<file path="src/hdl/ucts_pkg.sv">
// ----------------------------------------------------------------------------
// ucts_pkg
// Types, codes and constants of the USB control transfer sequencer.
// ----------------------------------------------------------------------------
package ucts_pkg;

    localparam int FRAME_BITS = 16;
    localparam int STAMP_W    = (FRAME_BITS < 16) ? FRAME_BITS : 16;
    localparam int CMP_W      = (FRAME_BITS > 16) ? FRAME_BITS : 16;

    typedef enum logic [3:0] {
        ST_SETUP           = 4'd0,
        ST_SETUP_WAIT      = 4'd1,
        ST_DATA_IN         = 4'd2,
        ST_DATA_IN_WAIT    = 4'd3,
        ST_DATA_OUT        = 4'd4,
        ST_DATA_OUT_WAIT   = 4'd5,
        ST_STATUS_IN       = 4'd6,
        ST_STATUS_IN_WAIT  = 4'd7,
        ST_STATUS_OUT      = 4'd8,
        ST_STATUS_OUT_WAIT = 4'd9,
        ST_ERROR           = 4'd10,
        ST_STALLED         = 4'd11,
        ST_COMPLETE        = 4'd12
    } t_state;

    localparam logic [2:0] CHS_IDLE     = 3'd0;
    localparam logic [2:0] CHS_DONE     = 3'd1;
    localparam logic [2:0] CHS_NOTREADY = 3'd2;
    localparam logic [2:0] CHS_ERROR    = 3'd3;
    localparam logic [2:0] CHS_STALL    = 3'd4;

    localparam logic [2:0] ACT_NONE      = 3'd0;
    localparam logic [2:0] ACT_SETUP     = 3'd1;
    localparam logic [2:0] ACT_DATA_IN   = 3'd2;
    localparam logic [2:0] ACT_DATA_OUT  = 3'd3;
    localparam logic [2:0] ACT_ZLP_IN    = 3'd4;
    localparam logic [2:0] ACT_ZLP_OUT   = 3'd5;

    localparam logic [1:0] TGL_KEEP   = 2'd0;
    localparam logic [1:0] TGL_ONE    = 2'd1;
    localparam logic [1:0] TGL_INVERT = 2'd2;

    localparam logic [1:0] CS_PROGRESS = 2'd0;
    localparam logic [1:0] CS_XACT_ERR = 2'd1;
    localparam logic [1:0] CS_STALL    = 2'd2;
    localparam logic [1:0] CS_FAIL     = 2'd3;

    localparam logic [1:0] RES_OK      = 2'd0;
    localparam logic [1:0] RES_NOTSUPP = 2'd1;
    localparam logic [1:0] RES_FAIL    = 2'd2;

    localparam logic [2:0] CFG_DATA_TO   = 3'd0;
    localparam logic [2:0] CFG_NODATA_TO = 3'd1;
    localparam logic [2:0] CFG_MAX_ERR   = 3'd2;
    localparam logic [2:0] CFG_IN_CH     = 3'd3;
    localparam logic [2:0] CFG_OUT_CH    = 3'd4;

    typedef struct packed {
        logic [15:0] data_to;
        logic [15:0] nodata_to;
        logic [7:0]  max_err;
        logic [3:0]  in_ch;
        logic [3:0]  out_ch;
    } t_cfg;

    typedef struct packed {
        logic        command;
        logic [63:0] setup_packet;
        logic [15:0] transfer_length;
        logic [2:0]  chan_status;
        logic [15:0] frame_now;
    } t_item;

    typedef struct packed {
        logic [2:0]  action;
        logic [3:0]  action_channel;
        logic [15:0] action_length;
        logic [63:0] setup_bytes;
        logic [1:0]  toggle_op;
        logic        restore_host_state;
        logic [1:0]  ctrl_status;
        logic [1:0]  step_result;
        logic [3:0]  ctrl_state;
    } t_result;

endpackage

</file>
<file path="src/hdl/ucts_in_if.sv">
// ----------------------------------------------------------------------------
// ucts_in_if
// Command channel: start and poll items for the sequencer.
// ----------------------------------------------------------------------------
interface ucts_in_if;
    logic        valid;
    logic        ready;
    logic        command;
    logic [63:0] setup_packet;
    logic [15:0] transfer_length;
    logic [2:0]  chan_status;
    logic [15:0] frame_now;

    modport source (
        output valid, command, setup_packet, transfer_length, chan_status, frame_now,
        input  ready
    );
    modport sink (
        input  valid, command, setup_packet, transfer_length, chan_status, frame_now,
        output ready
    );
endinterface

</file>
<file path="src/hdl/ucts_out_if.sv">
// ----------------------------------------------------------------------------
// ucts_out_if
// Result channel: one step result per item.
// ----------------------------------------------------------------------------
interface ucts_out_if;
    logic        valid;
    logic        ready;
    logic [2:0]  action;
    logic [3:0]  action_channel;
    logic [15:0] action_length;
    logic [63:0] setup_bytes;
    logic [1:0]  toggle_op;
    logic        restore_host_state;
    logic [1:0]  ctrl_status;
    logic [1:0]  step_result;
    logic [3:0]  ctrl_state;

    modport source (
        output valid, action, action_channel, action_length, setup_bytes, toggle_op,
               restore_host_state, ctrl_status, step_result, ctrl_state,
        input  ready
    );
    modport sink (
        input  valid, action, action_channel, action_length, setup_bytes, toggle_op,
               restore_host_state, ctrl_status, step_result, ctrl_state,
        output ready
    );
endinterface

</file>
<file path="src/hdl/ucts_cfg_regs.sv">
// ----------------------------------------------------------------------------
// ucts_cfg_regs
// Configuration register file: timeouts, retry limit and channel numbers.
// ----------------------------------------------------------------------------
module ucts_cfg_regs (
    input  logic              i_clk,
    input  logic              i_rst_n,
    input  logic              i_we,
    input  logic [2:0]        i_idx,
    input  logic [15:0]       i_data,
    output ucts_pkg::t_cfg    o_cfg
);

    ucts_pkg::t_cfg r_cfg;

    always_ff @(posedge i_clk) begin
        if (!i_rst_n) begin
            r_cfg.data_to   <= 16'd5000;
            r_cfg.nodata_to <= 16'd50;
            r_cfg.max_err   <= 8'd2;
            r_cfg.in_ch     <= 4'd1;
            r_cfg.out_ch    <= 4'd0;
        end else if (i_we) begin
            case (i_idx)
                ucts_pkg::CFG_DATA_TO:   r_cfg.data_to   <= i_data;
                ucts_pkg::CFG_NODATA_TO: r_cfg.nodata_to <= i_data;
                ucts_pkg::CFG_MAX_ERR:   r_cfg.max_err   <= i_data[7:0];
                ucts_pkg::CFG_IN_CH:     r_cfg.in_ch     <= i_data[3:0];
                ucts_pkg::CFG_OUT_CH:    r_cfg.out_ch    <= i_data[3:0];
                default: ;
            endcase
        end
    end

    assign o_cfg = r_cfg;

endmodule

</file>
<file path="src/hdl/ucts_seq.sv">
// ----------------------------------------------------------------------------
// ucts_seq
// Transfer state and combinational step logic: next state and step result.
// ----------------------------------------------------------------------------
module ucts_seq (
    input  logic                i_clk,
    input  logic                i_rst_n,
    input  logic                i_step,
    input  ucts_pkg::t_item     i_item,
    input  ucts_pkg::t_cfg      i_cfg,
    output ucts_pkg::t_result   o_res
);

    ucts_pkg::t_state               r_state,   n_state;
    logic [63:0]                    r_setup,   n_setup;
    logic [15:0]                    r_len,     n_len;
    logic [7:0]                     r_retry,   n_retry;
    logic [ucts_pkg::STAMP_W-1:0]   r_stamp,   n_stamp;
    logic [15:0]                    r_timeout, n_timeout;

    logic [ucts_pkg::FRAME_BITS-1:0] frame_diff;
    logic                            timed_out;
    logic [7:0]                      retry_inc;

    assign frame_diff = ucts_pkg::FRAME_BITS'(i_item.frame_now)
                      - ucts_pkg::FRAME_BITS'(r_stamp);
    assign timed_out  = ucts_pkg::CMP_W'(frame_diff) > ucts_pkg::CMP_W'(r_timeout);
    assign retry_inc  = (r_retry != 8'hFF) ? (r_retry + 8'd1) : r_retry;

    always_ff @(posedge i_clk) begin
        if (!i_rst_n) begin
            r_state   <= ucts_pkg::ST_SETUP;
            r_setup   <= '0;
            r_len     <= '0;
            r_retry   <= '0;
            r_stamp   <= '0;
            r_timeout <= '0;
        end else if (i_step) begin
            r_state   <= n_state;
            r_setup   <= n_setup;
            r_len     <= n_len;
            r_retry   <= n_retry;
            r_stamp   <= n_stamp;
            r_timeout <= n_timeout;
        end
    end

    always_comb begin
        n_state   = r_state;
        n_setup   = r_setup;
        n_len     = r_len;
        n_retry   = r_retry;
        n_stamp   = r_stamp;
        n_timeout = r_timeout;
        o_res     = '0;

        if (i_item.command) begin
            n_setup = i_item.setup_packet;
            n_len   = i_item.transfer_length;
            n_retry = '0;
            n_state = ucts_pkg::ST_SETUP;
        end else begin
            case (r_state)
                ucts_pkg::ST_SETUP: begin
                    o_res.action         = ucts_pkg::ACT_SETUP;
                    o_res.action_channel = i_cfg.out_ch;
                    o_res.setup_bytes    = r_setup;
                    n_state              = ucts_pkg::ST_SETUP_WAIT;
                end
                ucts_pkg::ST_SETUP_WAIT: begin
                    if (i_item.chan_status == ucts_pkg::CHS_DONE) begin
                        if (r_setup[63:48] != 16'd0) begin
                            n_timeout = i_cfg.data_to;
                            n_state   = r_setup[7] ? ucts_pkg::ST_DATA_IN
                                                   : ucts_pkg::ST_DATA_OUT;
                        end else begin
                            n_timeout = i_cfg.nodata_to;
                            n_state   = r_setup[7] ? ucts_pkg::ST_STATUS_OUT
                                                   : ucts_pkg::ST_STATUS_IN;
                        end
                        n_stamp = ucts_pkg::STAMP_W'(i_item.frame_now);
                    end else if (i_item.chan_status == ucts_pkg::CHS_ERROR) begin
                        n_state           = ucts_pkg::ST_ERROR;
                        o_res.ctrl_status = ucts_pkg::CS_XACT_ERR;
                    end
                end
                ucts_pkg::ST_DATA_IN: begin
                    o_res.action         = ucts_pkg::ACT_DATA_IN;
                    o_res.action_channel = i_cfg.in_ch;
                    o_res.action_length  = r_len;
                    n_state              = ucts_pkg::ST_DATA_IN_WAIT;
                end
                ucts_pkg::ST_DATA_IN_WAIT: begin
                    if (i_item.chan_status == ucts_pkg::CHS_DONE) begin
                        n_state = ucts_pkg::ST_STATUS_OUT;
                    end else if (i_item.chan_status == ucts_pkg::CHS_STALL) begin
                        o_res.restore_host_state = 1'b1;
                    end else if (i_item.chan_status == ucts_pkg::CHS_ERROR || timed_out) begin
                        n_state = ucts_pkg::ST_ERROR;
                    end
                end
                ucts_pkg::ST_DATA_OUT: begin
                    o_res.action         = ucts_pkg::ACT_DATA_OUT;
                    o_res.action_channel = i_cfg.out_ch;
                    o_res.action_length  = r_len;
                    o_res.toggle_op      = ucts_pkg::TGL_ONE;
                    n_state              = ucts_pkg::ST_DATA_OUT_WAIT;
                end
                ucts_pkg::ST_DATA_OUT_WAIT: begin
                    case (i_item.chan_status)
                        ucts_pkg::CHS_DONE:     n_state = ucts_pkg::ST_STATUS_IN;
                        ucts_pkg::CHS_STALL: begin
                            o_res.restore_host_state = 1'b1;
                            n_state                  = ucts_pkg::ST_STALLED;
                        end
                        ucts_pkg::CHS_NOTREADY: n_state = ucts_pkg::ST_DATA_OUT;
                        ucts_pkg::CHS_ERROR:    n_state = ucts_pkg::ST_ERROR;
                        default: ;
                    endcase
                end
                ucts_pkg::ST_STATUS_IN: begin
                    o_res.action         = ucts_pkg::ACT_ZLP_IN;
                    o_res.action_channel = i_cfg.in_ch;
                    n_state              = ucts_pkg::ST_STATUS_IN_WAIT;
                end
                ucts_pkg::ST_STATUS_IN_WAIT: begin
                    if (i_item.chan_status == ucts_pkg::CHS_DONE) begin
                        o_res.restore_host_state = 1'b1;
                        n_state                  = ucts_pkg::ST_COMPLETE;
                    end else if (i_item.chan_status == ucts_pkg::CHS_ERROR || timed_out) begin
                        n_state = ucts_pkg::ST_ERROR;
                    end else if (i_item.chan_status == ucts_pkg::CHS_STALL) begin
                        o_res.restore_host_state = 1'b1;
                        o_res.ctrl_status        = ucts_pkg::CS_STALL;
                        o_res.step_result        = ucts_pkg::RES_NOTSUPP;
                    end
                end
                ucts_pkg::ST_STATUS_OUT: begin
                    o_res.action         = ucts_pkg::ACT_ZLP_OUT;
                    o_res.action_channel = i_cfg.out_ch;
                    o_res.toggle_op      = ucts_pkg::TGL_INVERT;
                    n_state              = ucts_pkg::ST_STATUS_OUT_WAIT;
                end
                ucts_pkg::ST_STATUS_OUT_WAIT: begin
                    case (i_item.chan_status)
                        ucts_pkg::CHS_DONE: begin
                            o_res.restore_host_state = 1'b1;
                            n_state                  = ucts_pkg::ST_COMPLETE;
                        end
                        ucts_pkg::CHS_NOTREADY: n_state = ucts_pkg::ST_STATUS_OUT;
                        ucts_pkg::CHS_ERROR:    n_state = ucts_pkg::ST_ERROR;
                        default: ;
                    endcase
                end
                ucts_pkg::ST_ERROR: begin
                    n_retry = retry_inc;
                    if (retry_inc <= i_cfg.max_err) begin
                        n_state = ucts_pkg::ST_SETUP;
                    end else begin
                        o_res.ctrl_status        = ucts_pkg::CS_FAIL;
                        o_res.restore_host_state = 1'b1;
                        o_res.step_result        = ucts_pkg::RES_FAIL;
                    end
                end
                default: ;
            endcase
        end

        o_res.ctrl_state = n_state;
    end

endmodule

</file>
<file path="src/hdl/usb_control_transfer_sequencer_core.sv">
// ----------------------------------------------------------------------------
// usb_control_transfer_sequencer_core
// Host-side USB control transfer sequencer: setup, data and status stages.
// ----------------------------------------------------------------------------
//  channel  | dir | handshake         | payload
//  i_in     | in  | valid/ready       | command, setup_packet, transfer_length,
//           |     |                   | chan_status, frame_now
//  o_out    | out | valid/ready       | action, channel, length, setup_bytes,
//           |     |                   | toggle, restore, status, result, state
//  i_cfg_*  | in  | write enable only | index 0..4, 16-bit data
//
// A new item can enter while the last one waits in the result register. Items pass the
// input register, then step logic into the result register. State updates as an item
// leaves the input register. Synchronous active-low reset; no clearing pass.
// A stalled result holds the result register; the input register still fills if empty.
// ----------------------------------------------------------------------------
module usb_control_transfer_sequencer_core (
    input  logic        i_clk,
    input  logic        i_rst_n,
    ucts_in_if.sink     i_in,
    ucts_out_if.source  o_out,
    input  logic        i_cfg_we,
    input  logic [2:0]  i_cfg_idx,
    input  logic [15:0] i_cfg_data
);

    ucts_pkg::t_cfg    cfg;
    ucts_pkg::t_item   r_item;
    ucts_pkg::t_result step_res;
    ucts_pkg::t_result r_res;
    logic              r_in_valid;
    logic              r_out_valid;
    logic              advance;

    assign advance    = r_in_valid && (!r_out_valid || o_out.ready);
    assign i_in.ready = !r_in_valid || advance;

    ucts_cfg_regs u_cfg (
        .i_clk   (i_clk),
        .i_rst_n (i_rst_n),
        .i_we    (i_cfg_we),
        .i_idx   (i_cfg_idx),
        .i_data  (i_cfg_data),
        .o_cfg   (cfg)
    );

    ucts_seq u_seq (
        .i_clk   (i_clk),
        .i_rst_n (i_rst_n),
        .i_step  (advance),
        .i_item  (r_item),
        .i_cfg   (cfg),
        .o_res   (step_res)
    );

    always_ff @(posedge i_clk) begin
        if (!i_rst_n) begin
            r_in_valid <= 1'b0;
        end else if (i_in.ready) begin
            r_in_valid <= i_in.valid;
        end
    end

    always_ff @(posedge i_clk) begin
        if (i_in.valid && i_in.ready) begin
            r_item.command         <= i_in.command;
            r_item.setup_packet    <= i_in.setup_packet;
            r_item.transfer_length <= i_in.transfer_length;
            r_item.chan_status     <= i_in.chan_status;
            r_item.frame_now       <= i_in.frame_now;
        end
    end

    always_ff @(posedge i_clk) begin
        if (!i_rst_n) begin
            r_out_valid <= 1'b0;
        end else if (advance) begin
            r_out_valid <= 1'b1;
        end else if (o_out.ready) begin
            r_out_valid <= 1'b0;
        end
    end

    always_ff @(posedge i_clk) begin
        if (advance) begin
            r_res <= step_res;
        end
    end

    assign o_out.valid              = r_out_valid;
    assign o_out.action             = r_res.action;
    assign o_out.action_channel     = r_res.action_channel;
    assign o_out.action_length      = r_res.action_length;
    assign o_out.setup_bytes        = r_res.setup_bytes;
    assign o_out.toggle_op          = r_res.toggle_op;
    assign o_out.restore_host_state = r_res.restore_host_state;
    assign o_out.ctrl_status        = r_res.ctrl_status;
    assign o_out.step_result        = r_res.step_result;
    assign o_out.ctrl_state         = r_res.ctrl_state;

`ifndef ASSERT_OFF
    a_in_hold: assert property (@(posedge i_clk) disable iff (!i_rst_n)
        r_in_valid && !advance |=> r_in_valid)
        else $error("queued item lost while result side stalled");

    a_in_load: assert property (@(posedge i_clk) disable iff (!i_rst_n)
        i_in.valid && i_in.ready |=> r_in_valid)
        else $error("accepted transfer not held in input register");

    a_step_out: assert property (@(posedge i_clk) disable iff (!i_rst_n)
        advance |=> o_out.valid)
        else $error("step taken without a result");

    a_reset_idle: assert property (@(posedge i_clk)
        !i_rst_n |=> !o_out.valid)
        else $error("result valid right after reset");
`endif

endmodule
</file>
<file path="src/flat_wrapper.sv">
// flat-port wrapper written by rule: the top's interface ports become plain ports
module usb_control_transfer_sequencer_core_flat 
  (i_clk, i_rst_n, i_cfg_we, i_cfg_idx, i_cfg_data, i_in_valid, i_in_command, i_in_setup_packet, i_in_transfer_length, i_in_chan_status, i_in_frame_now, i_in_ready, o_out_valid, o_out_action, o_out_action_channel, o_out_action_length, o_out_setup_bytes, o_out_toggle_op, o_out_restore_host_state, o_out_ctrl_status, o_out_step_result, o_out_ctrl_state, o_out_ready);
  ucts_in_if i_in_i ();
  ucts_out_if o_out_i ();
  input  logic i_clk;
  input  logic i_rst_n;
  input  logic i_cfg_we;
  input  logic [2:0] i_cfg_idx;
  input  logic [15:0] i_cfg_data;
  input wire logic [$bits(i_in_i.valid)-1:0] i_in_valid;
  input wire logic [$bits(i_in_i.command)-1:0] i_in_command;
  input wire logic [$bits(i_in_i.setup_packet)-1:0] i_in_setup_packet;
  input wire logic [$bits(i_in_i.transfer_length)-1:0] i_in_transfer_length;
  input wire logic [$bits(i_in_i.chan_status)-1:0] i_in_chan_status;
  input wire logic [$bits(i_in_i.frame_now)-1:0] i_in_frame_now;
  output wire logic [$bits(i_in_i.ready)-1:0] i_in_ready;
  output wire logic [$bits(o_out_i.valid)-1:0] o_out_valid;
  output wire logic [$bits(o_out_i.action)-1:0] o_out_action;
  output wire logic [$bits(o_out_i.action_channel)-1:0] o_out_action_channel;
  output wire logic [$bits(o_out_i.action_length)-1:0] o_out_action_length;
  output wire logic [$bits(o_out_i.setup_bytes)-1:0] o_out_setup_bytes;
  output wire logic [$bits(o_out_i.toggle_op)-1:0] o_out_toggle_op;
  output wire logic [$bits(o_out_i.restore_host_state)-1:0] o_out_restore_host_state;
  output wire logic [$bits(o_out_i.ctrl_status)-1:0] o_out_ctrl_status;
  output wire logic [$bits(o_out_i.step_result)-1:0] o_out_step_result;
  output wire logic [$bits(o_out_i.ctrl_state)-1:0] o_out_ctrl_state;
  input wire logic [$bits(o_out_i.ready)-1:0] o_out_ready;
  assign i_in_i.valid = i_in_valid;
  assign i_in_i.command = i_in_command;
  assign i_in_i.setup_packet = i_in_setup_packet;
  assign i_in_i.transfer_length = i_in_transfer_length;
  assign i_in_i.chan_status = i_in_chan_status;
  assign i_in_i.frame_now = i_in_frame_now;
  assign i_in_ready = i_in_i.ready;
  assign o_out_valid = o_out_i.valid;
  assign o_out_action = o_out_i.action;
  assign o_out_action_channel = o_out_i.action_channel;
  assign o_out_action_length = o_out_i.action_length;
  assign o_out_setup_bytes = o_out_i.setup_bytes;
  assign o_out_toggle_op = o_out_i.toggle_op;
  assign o_out_restore_host_state = o_out_i.restore_host_state;
  assign o_out_ctrl_status = o_out_i.ctrl_status;
  assign o_out_step_result = o_out_i.step_result;
  assign o_out_ctrl_state = o_out_i.ctrl_state;
  assign o_out_i.ready = o_out_ready;
  usb_control_transfer_sequencer_core u_core (.i_clk(i_clk), .i_rst_n(i_rst_n), .i_in(i_in_i), .o_out(o_out_i), .i_cfg_we(i_cfg_we), .i_cfg_idx(i_cfg_idx), .i_cfg_data(i_cfg_data));
endmodule
</file>
<file path="config.mk">
export PLATFORM = sky130hd
export DESIGN_NAME = usb_control_transfer_sequencer_core_flat
export DESIGN_NICKNAME = d
export VERILOG_FILES = /design/src/hdl/ucts_pkg.sv /design/src/hdl/ucts_in_if.sv /design/src/hdl/ucts_out_if.sv /design/src/hdl/ucts_cfg_regs.sv /design/src/hdl/ucts_seq.sv /design/src/hdl/usb_control_transfer_sequencer_core.sv /design/src/flat_wrapper.sv
export SDC_FILE = /design/constraint.sdc
export NUM_CORES = 1
export LEC_CHECK = 0
export BUFFER_PORTS_ARGS = -buffer_cell sky130_fd_sc_hd__buf_2
export CAP_MARGIN = 20
export CORE_UTILIZATION = 40
export DETAILED_ROUTE_END_ITERATION = 8
export GPL_TIMING_DRIVEN = 0
export REMOVE_ABC_BUFFERS = 1
export SLEW_MARGIN = 30
export SYNTH_ARGS = -nofsm -noshare
export SYNTH_HDL_FRONTEND = slang
export SYNTH_HIERARCHICAL = 1
export SYNTH_SLANG_ARGS = --single-unit
</file>
<file path="constraint.sdc">
create_clock -name i_clk -period 8.6 [get_ports i_clk]
set_input_delay 1.29 -clock i_clk [delete_from_list [all_inputs] [get_ports i_clk]]
set_output_delay 1.29 -clock i_clk [all_outputs]
set_load 0.01 [all_outputs]
</file>
==> metrics.md <==
| Metric | Value |
|---|---|
| Outcome | `completed` |
| Worst hold path type | `flip-flop to flip-flop` |
| Area contributors post-synth | `edfxtp_1, dfxtp_1, nand2_1, a21boi_0, mux2i_1` |
| Io pins | `224` |
| Area leader, netlist | `edfxtp_1` |
| CTS tree | `built` |
| Number of nets in the layout | `1760` |
| Remaining Overflow, GRT | `0` |
| Fillers | `3364` |
| Top-area cell type share of the netlist area | `0.387` |
| Unrepaired setup endpoints after global routing | `no` |
| First-pass GRT wire length | `53.2 mm` |
| Syn Inst Count | `1373` |
| Via count | `10288` |
| CP max stage cell | `or4_4` |
| Final Wtd Congestion | `0.807` |
| Unique masters post-synth | `72` |
| CP Capture Type | `flip-flop` |
| Max-cap viol count | `0` |
| CP Class | `flip-flop to flip-flop` |
| Slew of the pin with the lowest slew margin | `0.868 ns` |
| Register bit total from synthesis | `372` |
| P_leak | `7.16 nW` |
| Synth async-reset ratio | `0` |
| Post-synth EDFFs | `198` |
| Met1 GRT Util | `0.218` |
| GR Util met2 | `0.292` |
| Htree depth | `2` |
| Post-CTS Setup Repair Bufs | `0` |
| Max-slew violations | `0` |
| Die X | `198 µm` |
| Port Buffers | `223` |
| Final Cycle Share | `0.553` |
| R2R depth | `17` |
| Starting Density | `0.407` |
| Mux cell area share after synthesis | `0.0431` |
| Worst R2R Setup Slack | `3.84 ns` |
| FF+latch area | `9430 µm²` |
| Max-slew headroom | `0.421` |
| Hold slack | `0.457 ns` |
| Worst-path clk slew | `0.06 ns` |
| DRT antenna net count | `0` |
| Antenna violations before repair | `6` |
| Chip height | `198 µm` |
| Post-route DRC | `0` |
| Ys Warns | `6` |
| Drt initial violations | `436` |
| Reg-to-Reg End | `u_core/o_out.ctrl_state[0]$_DFFE_PP_` |
| CP Buf/Inv Count | `1` |
| CP Max Fanout | `5` |
| Final Hold Fails | `0` |
| Critical Path Max Stage Delay | `0.61 ns` |
| Setup TNS | `0 ns` |
| Hold buffer count at cts | `0` |
| Syn Std Cell Area | `15400 µm²` |
| Multi-input gate area | `5490 µm²` |
| Top delay family on crit path | `simple AND/OR/NAND/NOR gates` |
| CTS Buffer Depth | `3` |
| Seq/Total Area, Yosys | `0.613` |
| Layout cells sized above 1 | `0.210` |
| P per Cell Area | `217 nW/µm²` |
| Min-Delay Endpoint | `u_core/u_seq/r_setup[39]$_SDFFE_PN0P_` |
| Total global-route track usage | `0.175` |
| WL/cell | `16.1 µm` |
| Setup Viol. Count Final | `0` |
| Total Die Area | `39200 µm²` |
| Post-synthesis adder-cell area fraction | `0.0347` |
| Reg-to-reg critical path startpoint | `u_core/r_item[0]$_DFFE_PP_` |
| Top Usage Layer GRT | `met2` |
| Post-CTS sizing | `0` |
| WP data required | `8.89 ns` |
| Largest family of logic cells by synthesized area | `simple AND/OR/NAND/NOR gates` |
| Worst setup SP type | `flip-flop` |
| Avg Cell Area, Syn | `11.2 µm²` |
| Hold Crit Start | `u_core/u_seq/r_setup[39]$_SDFFE_PN0P_` |
| CORE AREA | `37800 µm²` |
| Arrival time worst endpoint | `5.05 ns` |
| CTS Buf Count | `41` |
| Area grow syn2layout | `22.6%` |
| Clk_skew | `0.00958 ns` |
| Worst-path cell chain | `inv_1, ha_1, fa_1, nand2b_1, a211oi_1, nor2_1, o31ai_1, nor4_1, nor3_1, xor2_1, ha_1, nand4_1, or4_4, o221a_1, o21bai_4, a2111oi_2, nor2_1` |
| Compound-Gate Fraction of Synth Area | `0.0994` |
| Largest net degree at the start of global routing | `82` |
| Vias per inst | `4.80` |
| Synth Area in XOR/XNOR | `0.0108` |
| Post-synth top flop | `edfxtp_1` |
| Minimum clock period | `4.76 ns` |
| Post-DP HPWL | `23.4 mm` |
| Worst hold path stage count | `2` |
| Row count | `71` |
| Clock latency on the worst-skew pair | `0.55 ns` |
| WL final | `34.5 mm` |
| Clock sinks | `372` |
| M3 GR Usage | `0.0356` |
| Root Driver | `clkbuf_16` |
| First-pass DRT Iterations | `7` |
| Vias in the first global route | `9957` |
| Maximum clock rate | `210 MHz` |
| Synth Area in Simple Gates | `0.165` |
| Worst vdd ir | `0.134 mV` |
-- power breakdown --
group          switching [W]  internal, W  leakage (nW)
clock               0.000714      0.00110         0.699
sequential         0.0000279      0.00194          3.30
combinational       0.000174     0.000136          3.17
total               0.000917      0.00318          7.16
-- sequential cells by signal, indices dropped and copies added, names as in the netlist --
register	count
u_core/u_seq/r_setup	64
u_core/u_seq/r_len	16
u_core/u_seq/r_timeout	16
u_core/o_out.ctrl_state	4
u_core/o_out.restore_host_state	1
u_core/u_seq/r_state	4
u_core/o_out.action_length	16
u_core/o_out.toggle_op	2
u_core/r_in_valid	1
u_core/o_out.action	3
u_core/o_out.ctrl_status	2
u_core/r_item	100
u_core/o_out.setup_bytes	64
u_core/u_seq/r_stamp	16
u_core/u_cfg/o_cfg	48
u_core/o_out.valid	1
u_core/u_seq/r_retry	8
u_core/o_out.step_result	2
u_core/o_out.action_channel	4
-- metal layers --
metal / vias to the layer above / routed length, µm
li1: 5182 / -
met1: 4833 / 15300
met2: 199 / 16500
met3: 70 / 1600
met4: 4 / 1160
met5: - / 23
-- worst max path at each step --
stage | from | end | cells past startpoint
CTS | u_core/r_item[0]$_DFFE_PP_ | u_core/o_out.ctrl_state[0]$_DFFE_PP_ | 17
finish | u_core/r_item[0]$_DFFE_PP_ | u_core/o_out.ctrl_state[0]$_DFFE_PP_ | 17
global placement | o_out_ready | u_core/u_seq/r_state[3]$_SDFFE_PN0P_ | 6
floorplan | o_out_ready | u_core/u_seq/r_state[3]$_SDFFE_PN0P_ | 5
detailed placement | u_core/r_item[0]$_DFFE_PP_ | u_core/o_out.ctrl_state[0]$_DFFE_PP_ | 17
global route | u_core/r_item[0]$_DFFE_PP_ | u_core/o_out.ctrl_state[0]$_DFFE_PP_ | 17
-- through the flow --
step / cell area, µm² / instances / power, W / setup slack [ns] / util
after global placement: 16800 / 2033 / 0.00230 / -8.61 / 0.445
after CTS: 18800 / 2138 / 0.00416 / 3.85 / 0.499
after floorplan: 15100 / 1299 / 0.00216 / -1.49 / -
final: 18800 / 2142 / 0.00409 / 3.84 / 0.499
after global routing: 18800 / 2140 / 0.00425 / 3.53 / 0.499
after detailed placement: 17400 / 2062 / 0.00232 / 3.89 / 0.461
-- placed cells by master (no fill, tap or decap), drive strengths merged, types with 4 or more instances in the layout --
cell and count:
a21boi 98, diode 4, nor4 5, edfxtp 198, mux2i 64, nor2 32
and3 8, nand3 14, a31oi 5, and2 101, o21a 5, buf 252
nand4 8, clkinv 7, nand2 293, xor2 5, a22oi 4, ha 41
a22o 4, nor3 8, nor2b 36, o21ai 36, inv 53, xnor2 14
a21o 9, a21oi 32, nor3b 5, dfxtp 174, clkbuf 62
-- kinds of logic (layout without fill, tap and decap cells) --
| logic type | count (synthesis) | in the layout |
|---|---|---|
| and+or+nand+nor | 528 | 528 |
| DFF | 372 | 372 |
| AOI/OAI and AO/OA | 221 | 221 |
| buffers and inverters | 125 | 379 |
| muxes | 66 | 66 |
| adders and majority gates | 42 | 42 |
| xor gates and xnor gates | 19 | 19 |
| other | 0 | 4 |
-- Yosys cell counts, types with 31 or more instances --
cell type  number
clkbuf_1       63
and2_1        101
edfxtp_1      198
nand2_1       293
mux2i_1        64
inv_1          51
nor2_1         32
ha_1           41
a21boi_0       97
a21oi_1        31
nor2b_1        35
o21ai_0        34
dfxtp_1       174
-- area by class of cell --
class,count,area share
clock inverter,14,0.00737
timing repair buffer,252,0.0884
antenna,4,0.000531
sequential,372,0.500
clock buffer,62,0.0684
tap,511,0.0339
inverter,51,0.0102
multi-input combinational,876,0.291
-- worst register-to-register path, delay by kind of cell (launching register included) --
| kind | cells | cell delay, ns |
|---|---|---|
| AND/OR/NAND/NOR | 7 | 1.53 |
| AO/OA/AOI/OAI | 5 | 1.51 |
| adder cells (fa/ha/maj) | 3 | 0.96 |
| flip-flops | 1 | 0.35 |
| XOR/XNOR | 1 | 0.11 |
| buffers and inverters | 1 | 0.05 |
Note: power is estimated with default switching activity, not from simulation.
